==> config.mk <==
export PLATFORM = sky130hd
export DESIGN_NAME = multi_motor_encoder_unwrap
export DESIGN_NICKNAME = d
export VERILOG_FILES = /design/src/hw/rtl/mmeu_pkg.sv /design/src/hw/rtl/mmeu_step.sv /design/src/hw/rtl/multi_motor_encoder_unwrap.sv
export SDC_FILE = /design/constraint.sdc
export NUM_CORES = 1
export LEC_CHECK = 0
export BUFFER_PORTS_ARGS = -buffer_cell sky130_fd_sc_hd__buf_4
export CAP_MARGIN = 20
export CORE_MARGIN = 4
export CORE_UTILIZATION = 40
export DETAILED_ROUTE_END_ITERATION = 8
export GPL_ROUTABILITY_DRIVEN = 0
export GPL_TIMING_DRIVEN = 0
export SYNTH_ARGS = -nofsm -noshare
export SYNTH_HDL_FRONTEND = slang
export SYNTH_HIERARCHICAL = 1
export SYNTH_SLANG_ARGS = --single-unit
==> constraint.sdc <==
create_clock -name clk -period 8.12 [get_ports clk]
set_input_delay 1.624 -clock clk [delete_from_list [all_inputs] [get_ports clk]]
set_output_delay 1.624 -clock clk [all_outputs]
set_load 0.01 [all_outputs]
==> src/hw/rtl/mmeu_pkg.sv <==
// Shared constants and the speed scaling function for the encoder unwrap block.
`default_nettype none
package mmeu_pkg;

  localparam logic [10:0] BASE_ID = 11'h201;

  localparam int ANGLE_W = 13;
  localparam int STEP_W  = 14;
  localparam int SPEED_W = 16;
  localparam int TOTAL_W = 48;
  localparam int SCALE_W = 11;

  localparam logic signed [14:0] TICKS_PER_REV = 15'sd8192;
  localparam logic signed [14:0] HALF_REV      = 15'sd4096;
  localparam logic signed [13:0] QUARTER_REV   = 14'sd2048;
  localparam logic signed [15:0] SPEED_GATE    = 16'sd200;

  // x / 60 == (x * 34953) >> 21 for 0 <= x <= 32768
  localparam logic [15:0] SPEED_RECIP = 16'd34953;
  localparam int          RECIP_SHIFT = 21;

  // Signed speed divided by 60, truncated toward zero.
  function automatic logic signed [SCALE_W-1:0] speed_div60(
    input logic signed [SPEED_W-1:0] s
  );
    logic [SPEED_W-1:0]   mag;
    logic [2*SPEED_W-1:0] prod;
    logic [SCALE_W-1:0]   q;
    mag  = s[SPEED_W-1] ? (~s + 16'd1) : s;
    prod = mag * SPEED_RECIP;
    q    = prod[RECIP_SHIFT +: SCALE_W];
    return s[SPEED_W-1] ? $signed(~q + 11'd1) : $signed(q);
  endfunction

endpackage
`default_nettype wire

==> src/hw/rtl/mmeu_step.sv <==
// Angle step computation: half-turn wrap plus the direction noise correction.
`default_nettype none
module mmeu_step (
  input  wire logic        [mmeu_pkg::ANGLE_W-1:0] angle,
  input  wire logic        [mmeu_pkg::ANGLE_W-1:0] prev_angle,
  input  wire logic signed [mmeu_pkg::STEP_W-1:0]  prev_step,
  input  wire logic signed [mmeu_pkg::SPEED_W-1:0] speed,
  output logic signed      [mmeu_pkg::STEP_W-1:0]  step
);

  logic signed [14:0] diff;
  logic signed [14:0] wrapped;
  logic signed [14:0] fixed;
  logic               fwd_gate;
  logic               rev_gate;

  always_comb begin
    diff = $signed({2'b00, angle}) - $signed({2'b00, prev_angle});
    if (diff > mmeu_pkg::HALF_REV) begin
      wrapped = diff - mmeu_pkg::TICKS_PER_REV;
    end else if (diff < -mmeu_pkg::HALF_REV) begin
      wrapped = diff + mmeu_pkg::TICKS_PER_REV;
    end else begin
      wrapped = diff;
    end

    fwd_gate = (prev_step > mmeu_pkg::QUARTER_REV) && (speed > mmeu_pkg::SPEED_GATE);
    rev_gate = (prev_step < -mmeu_pkg::QUARTER_REV) && (speed < -mmeu_pkg::SPEED_GATE);

    fixed = wrapped;
    if (fwd_gate) begin
      if (wrapped < 15'sd0) begin
        fixed = wrapped + mmeu_pkg::TICKS_PER_REV;
      end
    end else if (rev_gate) begin
      if (wrapped > 15'sd0) begin
        fixed = wrapped - mmeu_pkg::TICKS_PER_REV;
      end
    end
    // result always lies in -8191..8191
    step = fixed[mmeu_pkg::STEP_W-1:0];
  end

endmodule
`default_nettype wire

==> src/hw/rtl/multi_motor_encoder_unwrap.sv <==
// Top level: multi-turn encoder angle unwrap for a bank of motors.
// Path: input register, then result register, from input accept to result valid.
// Throughput: 1 item per cycle unless out_ready stalls the output; per-motor
//   state is read and written in the cycle an item leaves the input register,
//   so back-to-back frames for the same motor see the updated state.
// Reset (rst, synchronous): clears both valid flags and all per-motor state.
`default_nettype none
module multi_motor_encoder_unwrap #(
  parameter int MOTORS = 4
) (
  input  wire logic        clk,
  input  wire logic        rst,

  input  wire logic        in_valid,
  output logic             in_ready,
  input  wire logic [10:0] frame_id,
  input  wire logic [10:0] wanted_id,
  input  wire logic [12:0] encoder_angle,
  input  wire logic signed [15:0] rotor_speed,

  output logic             out_valid,
  input  wire logic        out_ready,
  output logic             accepted,
  output logic [1:0]       motor_num,
  output logic signed [47:0] total_ticks,
  output logic signed [10:0] speed_scaled
);

  localparam int IDX_W = (MOTORS > 1) ? $clog2(MOTORS) : 1;

  // ---------------------------------------------------------------------------
  // Input register
  // ---------------------------------------------------------------------------
  logic                s1_valid;
  logic [10:0]         s1_fid;
  logic [10:0]         s1_wid;
  logic [12:0]         s1_angle;
  logic signed [15:0]  s1_speed;
  logic                s1_adv;

  // stage 1 moves on whenever the result register is free or being drained
  assign s1_adv   = s1_valid && (!out_valid || out_ready);
  assign in_ready = !s1_valid || s1_adv;

  always_ff @(posedge clk) begin
    if (rst) begin
      s1_valid <= 1'b0;
    end else if (in_ready) begin
      s1_valid <= in_valid;
    end
  end

  always_ff @(posedge clk) begin
    if (in_valid && in_ready) begin
      s1_fid   <= frame_id;
      s1_wid   <= wanted_id;
      s1_angle <= encoder_angle;
      s1_speed <= rotor_speed;
    end
  end

  // ---------------------------------------------------------------------------
  // Frame match and motor select
  // ---------------------------------------------------------------------------
  logic [10:0]      offset;
  logic             hit;
  logic [IDX_W-1:0] idx;

  assign offset = s1_fid - mmeu_pkg::BASE_ID;
  assign hit    = (s1_fid == s1_wid) && (s1_fid >= mmeu_pkg::BASE_ID) &&
                  (offset < 11'(MOTORS));
  assign idx    = offset[IDX_W-1:0];

  // ---------------------------------------------------------------------------
  // Per-motor state
  // ---------------------------------------------------------------------------
  logic        [12:0] prev_angle [MOTORS];
  logic signed [13:0] prev_step  [MOTORS];
  logic        [47:0] turn_total [MOTORS];

  logic signed [13:0] step;
  logic        [47:0] total_next;
  logic signed [10:0] scaled;

  mmeu_step u_step (
    .angle      (s1_angle),
    .prev_angle (prev_angle[idx]),
    .prev_step  (prev_step[idx]),
    .speed      (s1_speed),
    .step       (step)
  );

  // 48-bit wrapping add of the sign-extended step
  assign total_next = turn_total[idx] + {{34{step[13]}}, step};
  assign scaled     = mmeu_pkg::speed_div60(s1_speed);

  always_ff @(posedge clk) begin
    if (rst) begin
      for (int i = 0; i < MOTORS; i++) begin
        prev_angle[i] <= '0;
        prev_step[i]  <= '0;
        turn_total[i] <= '0;
      end
    end else if (s1_adv && hit) begin
      prev_angle[idx] <= s1_angle;
      prev_step[idx]  <= step;
      turn_total[idx] <= total_next;
    end
  end

  // ---------------------------------------------------------------------------
  // Result register; a rejected frame still yields one all-zero result
  // ---------------------------------------------------------------------------
  always_ff @(posedge clk) begin
    if (rst) begin
      out_valid <= 1'b0;
    end else if (s1_adv) begin
      out_valid <= 1'b1;
    end else if (out_ready) begin
      out_valid <= 1'b0;
    end
  end

  always_ff @(posedge clk) begin
    if (s1_adv) begin
      accepted     <= hit;
      motor_num    <= hit ? offset[1:0] : 2'd0;
      total_ticks  <= hit ? $signed(total_next) : 48'sd0;
      speed_scaled <= hit ? scaled : 11'sd0;
    end
  end

`ifndef NO_ASSERTIONS
  // a rejected result carries zeros in every payload field
  a_reject_zero: assert property (@(posedge clk) disable iff (rst)
    (out_valid && !accepted) |->
      (motor_num == 2'd0 && total_ticks == 48'sd0 && speed_scaled == 11'sd0))
    else $error("rejected result has nonzero payload");

  // input side stalls only when both stages are full and the output is blocked
  a_stall_cause: assert property (@(posedge clk) disable iff (rst)
    !in_ready |-> (s1_valid && out_valid && !out_ready))
    else $error("input stalled without back-pressure");

  // an accepted result reports the total just written for its motor
  a_total_written: assert property (@(posedge clk) disable iff (rst)
    (s1_adv && hit) |=> (accepted && total_ticks == $signed(turn_total[$past(idx)])))
    else $error("result total differs from stored total");

  // a held stage-1 item is not lost
  a_s1_hold: assert property (@(posedge clk) disable iff (rst)
    (s1_valid && !s1_adv) |=> s1_valid)
    else $error("stage 1 item dropped while stalled");
`endif

endmodule
`default_nettype wire
==> impl_summary.txt, run 1 <==
----------------------------------------------------
[Synthesis]
  Top_reg_cell synth ... edfxtp_1
  Async set or reset register ratio after synthesis ... 0%
  Fraction of the yosys area taken by sequential cells ... 54.8%
  Cell count after synthesis ... 1,795
  Yosys warnings ... 6
  Average size of a mapped cell ... 12.6 µm²
  Count of flip-flops with a built-in enable after synthesis ... 413
  Unique cell type count in the Yosys netlist ... 82
  Cell area after synthesis ... 22,700 µm²
  Total of flip-flops plus latches after synthesis ... 415
  Number of nets in the synthesized netlist ... 2,029

[Die]
  Horizontal extent of the die ... 246 µm
  Boundary Pins ... 119
  Die area ... 60,600 µm²
  Core outline area ... 56,300 µm²
  Vertical extent of the die ... 246 µm
  Initial Util ... 40.3%
  Standard-cell row count ... 87

[Cells and area]
  Layout Cells excl Fill ... 2,763
  Finished layout cell area ... 26,200 µm²
  Area Overhead vs Synth ... 15.6%
  Share of layout cells above drive strength 1 ... 16.1%
  Post-layout nets ... 2,211

[Critical path]
  Worst path required time ... 8410 ps
  Sort of element at the end of the critical path ... flip-flop
  CP max FO ... 22
  Crit path launch type ... flip-flop
  Arrival time reported for the critical path endpoint ... 8140 ps
  Setup CP Type ... reg -> reg

[Clocking]
  Sinks on Clock Net ... 415
  Clock latency at the later pin of the worst-skew pair ... 600 ps
  Clock buffers created by TritonCTS ... 46
  Number of buffers on the longest clock path ... 3
  Register clock-pin slew on the reported worst setup and hold paths ... 60 ps
  Count of H-tree levels built during CTS ... 2
  CTS hold repair buffers ... 0
  TritonCTS clock tree ... built
  Cell at the root of the clock tree ... clkbuf_16

[Pwr]
  Switching share of power ... 35.3%
  Internal portion of total power ... 0.00441 W
  Overall power of the completed layout ... 0.00682 W
  Clk network pwr share ... 28.3%
  Leak ... 10.5 nW
  Total power per unit cell area ... 260 nW/µm²
  Combinational Power Share ... 35.6%
  Net Switching ... 0.00240 W
  Peak ir drop on the vdd network ... 0.245 mV
  Register share of total power ... 36.1%

[GRT]
  Vias in the first global route ... 15,161
  Wire length of the first global-routing pass ... 85,900 µm
  Initial antenna violation count ... 0
  Remaining global-route overflow ... 0
  Global-route usage over all layers ... 18.2%
  Maximum number of pins on one net before global-route repair ... 64

[Route]
  Wire length per cell ... 20.1 µm
  Number of design rule violations left after detail routing ... 0
  Avg Vias per Cell ... 5.40
  DRC marker count from the first detailed-route iteration ... 1,072
  Number of detailed-routing iterations run before antenna repair ... 5
  Post-DRT Antenna Nets ... 0
  Overall routed net length ... 55,500 µm
  Vias after detailed routing ... 14,923

[Placed design]
  Total instance count after detailed placement ... 2,678
  Hpwl dp ... 38,600 µm
  Post-place instance area ... 24,800 µm²
  Number of port buffers ... 118

[Job]
  Number of max-capacitance violations reported ... 0

[STA]
  Highest achievable clock rate ... 0.128 GHz
  Unrepaired setup endpoints after global routing ... no
  Max-slew violation count ... 0
  Number of failing setup endpoints in the final timing report ... 0
  Slew HR ... 35.7%
  Final min period ... 7840 ps
  Final Hold Violating Endpoints ... 0
  Worst slack on hold paths ... 533 ps
  Transition time at the pin with the least slew margin ... 965 ps
  Post-route clock period utilization ... 96.6%
  Clock skew ... 42.5 ps

[Hold path]
  HP Class ... reg -> reg

[Status]
  Status ... finished, final reports clean

----------------------------------------------------
==> layer usage <==
| layer | share of wire (%) | vias up | routed length, µm | track usage [%] |
|---|---|---|---|---|
| li1 | - | 7033 | - | - |
| met1 | 44 | 7493 | 24300 | 24.0 |
| met2 | 50 | 319 | 27600 | 31.7 |
| met3 | 4.2 | 78 | 2340 | 2.63 |
| met4 | 2.4 | 0 | 1310 | 4.84 |
| met5 | 0 | - | 0 | 0 |
==> timing repair <==
item / 4_1_cts / 5_1_grt
pin swaps: 0 / 1
setup endpoints to repair: 170 / 62
setup buffers: 1 / 9
gates resized for setup: 6 / 7
==> cell usage after synthesis, drive strengths merged (3+ instances only) <==
library cell	number	share of area (%)
a21boi	7	0.23
o21a	12	0.40
o22ai	4	0.11
a41oi	4	0.15
xnor2	45	1.7
nor2b	13	0.39
a21oi	70	1.5
nand4	13	0.36
nand2b	17	0.47
a211oi	9	0.32
inv	96	1.6
o2111ai	4	0.15
or3	11	0.30
clkbuf	58	0.96
o41ai	5	0.23
nand2	45	0.74
nand3	22	0.49
or2	3	0.083
a311oi	7	0.35
nor2	289	4.8
o31ai	13	0.56
a21o	39	1.3
a221o	3	0.13
edfxtp	413	55
and3b	3	0.14
mux4	75	7.4
nand3b	5	0.17
a31oi	11	0.37
and2	112	3.1
xor2	37	1.5
and3	15	0.42
or4	3	0.12
o21bai	7	0.23
and4	4	0.15
o211ai	5	0.19
nor4	8	0.22
o21ai	53	1.2
buf	10	0.17
nor3	33	0.73
fa	18	1.6
ha	161	8.9
o31a	3	0.12
==> path summary, 6_finish.rpt <==
check | to | cells past startpoint | from | slack [ps]
worst min-delay path | out_valid | 2 | s1_valid | 530
worst min register to register | out_valid | 2 | s1_valid | 530
worst max-delay path | total_ticks[44] | 22 | s1_fid[0] | 280
worst max register to register | total_ticks[44] | 22 | s1_fid[0] | 280
==> power groups by stage <==
stage	clock network (W)	registers, W	logic, W
CTS	0.00196	0.00246	0.00239
detailed placement	0	0.00251	0.00237
global route	0.00206	0.00247	0.00271
floorplan	0	0.00250	0.00177
global placement	0	0.00251	0.00232
finish	0.00193	0.00246	0.00243
==> layout by cell type, fill, tap and decap left out, types with 46 or more instances in the layout <==
cell / instances
ha_1: 160
mux4_2: 75
clkbuf_1: 58
o21ai_0: 46
buf_4: 128
nor2_1: 289
clkbuf_16: 46
a21oi_1: 70
inv_1: 95
edfxtp_1: 413
and2_1: 110
==> registers in the layout, summed over array words and instances, names as in the netlist <==
name / cells
accepted: 1
motor_num: 2
out_valid: 1
prev_angle: 52
prev_step: 56
s1_angle: 13
s1_fid: 11
s1_speed: 16
s1_valid: 1
s1_wid: 11
speed_scaled: 11
total_ticks: 48
turn_total: 192
==> critical path, stage by stage (launching register included) <==
cell and delay [ps]:
edfxtp_1 470, inv_1 210, ha_2 570, buf_2 400
mux4_2 360, ha_1 260, fa_1 440, xnor2_1 250
or3_1 390, a211oi_2 210, nand4_1 230, o31ai_1 450
o21ai_4 190, buf_12 210, ha_1 400, and3_1 250
and4_1 210, a211o_1 410, a31oi_1 400, o21bai_1 300
a311oi_1 390, xor2_1 380, nor2_1 160
==> metrics by stage <==
step	TNS (ps)	utilization [%]	setup slack [ps]
floorplan	0	-	78.4
global placement	-625190	43.6	-3920
detailed placement	-203180	44.0	-1930
CTS	0	46.4	65.1
global route	0	46.6	58.2
finish	0	46.6	277
==> layout make-up <==
type | instances | area [µm²]
Multi-Input combinational cell | 1216 | 9720
Sequential cell | 415 | 12400
Timing Repair Buffer | 137 | 1160
Tap cell | 756 | 946
Clock buffer | 51 | 1170
Fill cell | 5069 | 30000
Buffer | 65 | 254
Clock inverter | 26 | 180
Inverter | 96 | 363
Antenna cell | 1 | 2.50
==> kinds of logic (layout without fill, tap and decap cells) <==
group                      count (synthesis)  in the layout  share of synthesized area [%]
muxes                                     76             76                           7.48
and+or+nand+nor                          604            604                           13.0
xor gates and xnor gates                  82             82                           3.20
other                                      0              1                              0
AOI/OAI and AO/OA                        275            275                           8.39
adders and majority gates                179            179                           10.5
buffers and inverters                    164            375                           2.72
DFF                                      415            415                           54.8
No activity file was read; power rests on OpenSTA's default activity.
==> run 2: changes to the inputs <==
Settings changed: PLACE_DENSITY set to 0.59.
==> impl_summary.txt, run 2 (synthesis results as in run 1) <==
----------------------------------------------------
[Clocking]
  Register clock-pin slew on the reported worst setup and hold paths ... 60 ps
  Clock latency at the later pin of the worst-skew pair ... 600 ps
  Clock buffers created by TritonCTS ... 46
  TritonCTS clock tree ... built
  Number of buffers on the longest clock path ... 3
  Count of H-tree levels built during CTS ... 2
  Cell at the root of the clock tree ... clkbuf_16
  Sinks on Clock Net ... 415

[Die]
  Boundary Pins ... 119
  Initial Util ... 40.3%
  Core outline area ... 56,300 µm²
  Standard-cell row count ... 87
  Vertical extent of the die ... 246 µm
  Horizontal extent of the die ... 246 µm
  Die area ... 60,600 µm²

[Route]
  Post-DRT Antenna Nets ... 0
  Wire length per cell ... 20.2 µm
  Number of detailed-routing iterations run before antenna repair ... 5
  Vias after detailed routing ... 15,030
  DRC marker count from the first detailed-route iteration ... 887
  Number of design rule violations left after detail routing ... 0
  Overall routed net length ... 55,800 µm
  Avg Vias per Cell ... 5.43

[Critical path]
  Worst reg2reg path endpoint ... total_ticks[45]
  Sort of element at the end of the critical path ... flip-flop
  Arrival time reported for the critical path endpoint ... 8100 ps
  CP max FO ... 10
  Crit path launch type ... flip-flop
  Worst r2r src ... s1_fid[0]
  R2R cell count ... 25
  Setup CP Type ... reg -> reg
  Worst path required time ... 8430 ps
  Minimum setup slack among reg-to-reg paths ... 320 ps

[STA]
  Clock skew ... 50.1 ps
  Highest achievable clock rate ... 0.128 GHz
  Number of failing setup endpoints in the final timing report ... 0
  Transition time at the pin with the least slew margin ... 958 ps
  Slew HR ... 36.1%
  Max-slew violation count ... 0
  Post-route clock period utilization ... 96.1%
  Final min period ... 7800 ps
  Final Hold Violating Endpoints ... 0
  Unrepaired setup endpoints after global routing ... no

[Hold path]
  Worst Min Path Start ... s1_valid
  HP Class ... reg -> reg
  End of the worst hold path ... s1_valid
  Worst hold path cell count ... 2

[GRT]
  Vias in the first global route ... 15,365
  Met2 track utilization from global routing ... 31.4%
  Remaining global-route overflow ... 0
  Global-route usage over all layers ... 18.5%
  Most Crowded Layer GR ... met2
  Met3 track utilization from global routing ... 3.07%
  Wire length of the first global-routing pass ... 87,400 µm
  Initial antenna violation count ... 1
  Met1 demand-to-capacity share in global routing ... 24.8%
  Maximum number of pins on one net before global-route repair ... 64

[Pwr]
  Leak ... 10.6 nW
  Peak ir drop on the vdd network ... 0.226 mV
  Total power per unit cell area ... 269 nW/µm²

[Placed design]
  Hpwl dp ... 38,200 µm
  Number of port buffers ... 118
  Total instance count after detailed placement ... 2,676
  Post-place instance area ... 24,800 µm²

[Cells and area]
  Share of layout cells above drive strength 1 ... 16.1%
  Finished layout cell area ... 26,500 µm²
  Most common cell after layout, fill and taps aside ... edfxtp_1
  Leading cell types in the layout, fill and taps excluded ... edfxtp_1 (413), nor2_1 (289), ha_1 (160)
  Area Overhead vs Synth ... 16.6%
  Max reg flops ... 192
  Top flop regs ... turn_total x192, prev_step x56, prev_angle x52
  Post-layout nets ... 2,205
  Layout Cells excl Fill ... 2,766
  Top reg by flops ... turn_total

[Status]
  Status ... finished, final reports clean

[Job]
  Number of max-capacitance violations reported ... 0

----------------------------------------------------
==> run 2: cell count changes in the layout (fill, tap and decap cells not counted), sizes merged <==
cell / previous run / this run
clkinv: 22 / 20
clkbuf: 106 / 110
clkinvlp: 1 / 2
buf: 147 / 140
bufinv: 1 / 8
==> run 2: metal layers <==
layer,vias up,routed length [µm]
met2,373,27100
met3,93,3010
met1,7522,24400
li1,7042,-
met5,-,0
met4,0,1380
==> run 2: power by group <==
part | internal [W] | switching, W
clock network | 0.00135 | 0.000878
logic | 0.000904 | 0.00152
registers | 0.00243 | 0.0000324
total | 0.00468 | 0.00243
==> run 2: worst max-delay path by stage <==
stage	from	endpoint	cells past startpoint
after floorplan	s1_fid[0]	turn_total[0][45]	26
after global placement	s1_fid[0]	total_ticks[45]	27
after detailed placement	s1_fid[0]	total_ticks[45]	27
after CTS	s1_fid[0]	total_ticks[44]	24
after global routing	s1_fid[0]	total_ticks[45]	24
final	s1_fid[0]	total_ticks[45]	25
==> run 2: per-stage QoR <==
stage / TNS, ps / hold slack [ps] / power, W / worst slack [ps] / utilization [%]
after floorplan: 0 / 487 / 0.00427 / 78.4 / -
after global placement: -701620 / 509 / 0.00483 / -4210 / 43.6
after CTS: 0 / 535 / 0.00714 / 35.7 / 46.9
final: 0 / 550 / 0.00711 / 320 / 47.0
after global routing: 0 / 593 / 0.00754 / 18.1 / 47.0
after detailed placement: -197430 / 514 / 0.00488 / -2020 / 44.0
==> run 2: what timing repair did <==
item	in CTS	in global routing
gates resized for setup	6	5
hold buffers	0	0
buffers inserted	1	2
pin swaps	0	1
hold endpoints to repair	0	0
setup endpoints to repair	170	39
==> run 2: area by class of cell <==
| cell class | instances | area [µm²] |
|---|---|---|
| buffer | 65 | 254 |
| tap | 756 | 946 |
| inverter | 96 | 363 |
| multi-input combinational | 1216 | 9720 |
| antenna | 1 | 2.50 |
| fill | 5053 | 29800 |
| sequential | 415 | 12400 |
| timing repair buffer | 131 | 1120 |
| clock inverter | 32 | 378 |
| clock buffer | 54 | 1240 |
==> run 2: worst max-delay path: stages, from the launching register on <==
cell	delay (ps)
edfxtp_1	460
inv_1	190
ha_2	550
clkbuf_2	400
mux4_2	370
ha_1	240
fa_1	440
nor2b_4	190
o31ai_2	140
a221o_1	400
o211ai_2	120
nand4_1	200
nor4_1	500
o21ai_4	180
buf_4	210
ha_1	270
clkbuf_1	270
nand4_1	260
nor2_1	250
and2_1	170
a221o_1	170
o21ai_1	210
o31ai_4	420
a2111oi_0	210
a311oi_2	500
nor2_1	160
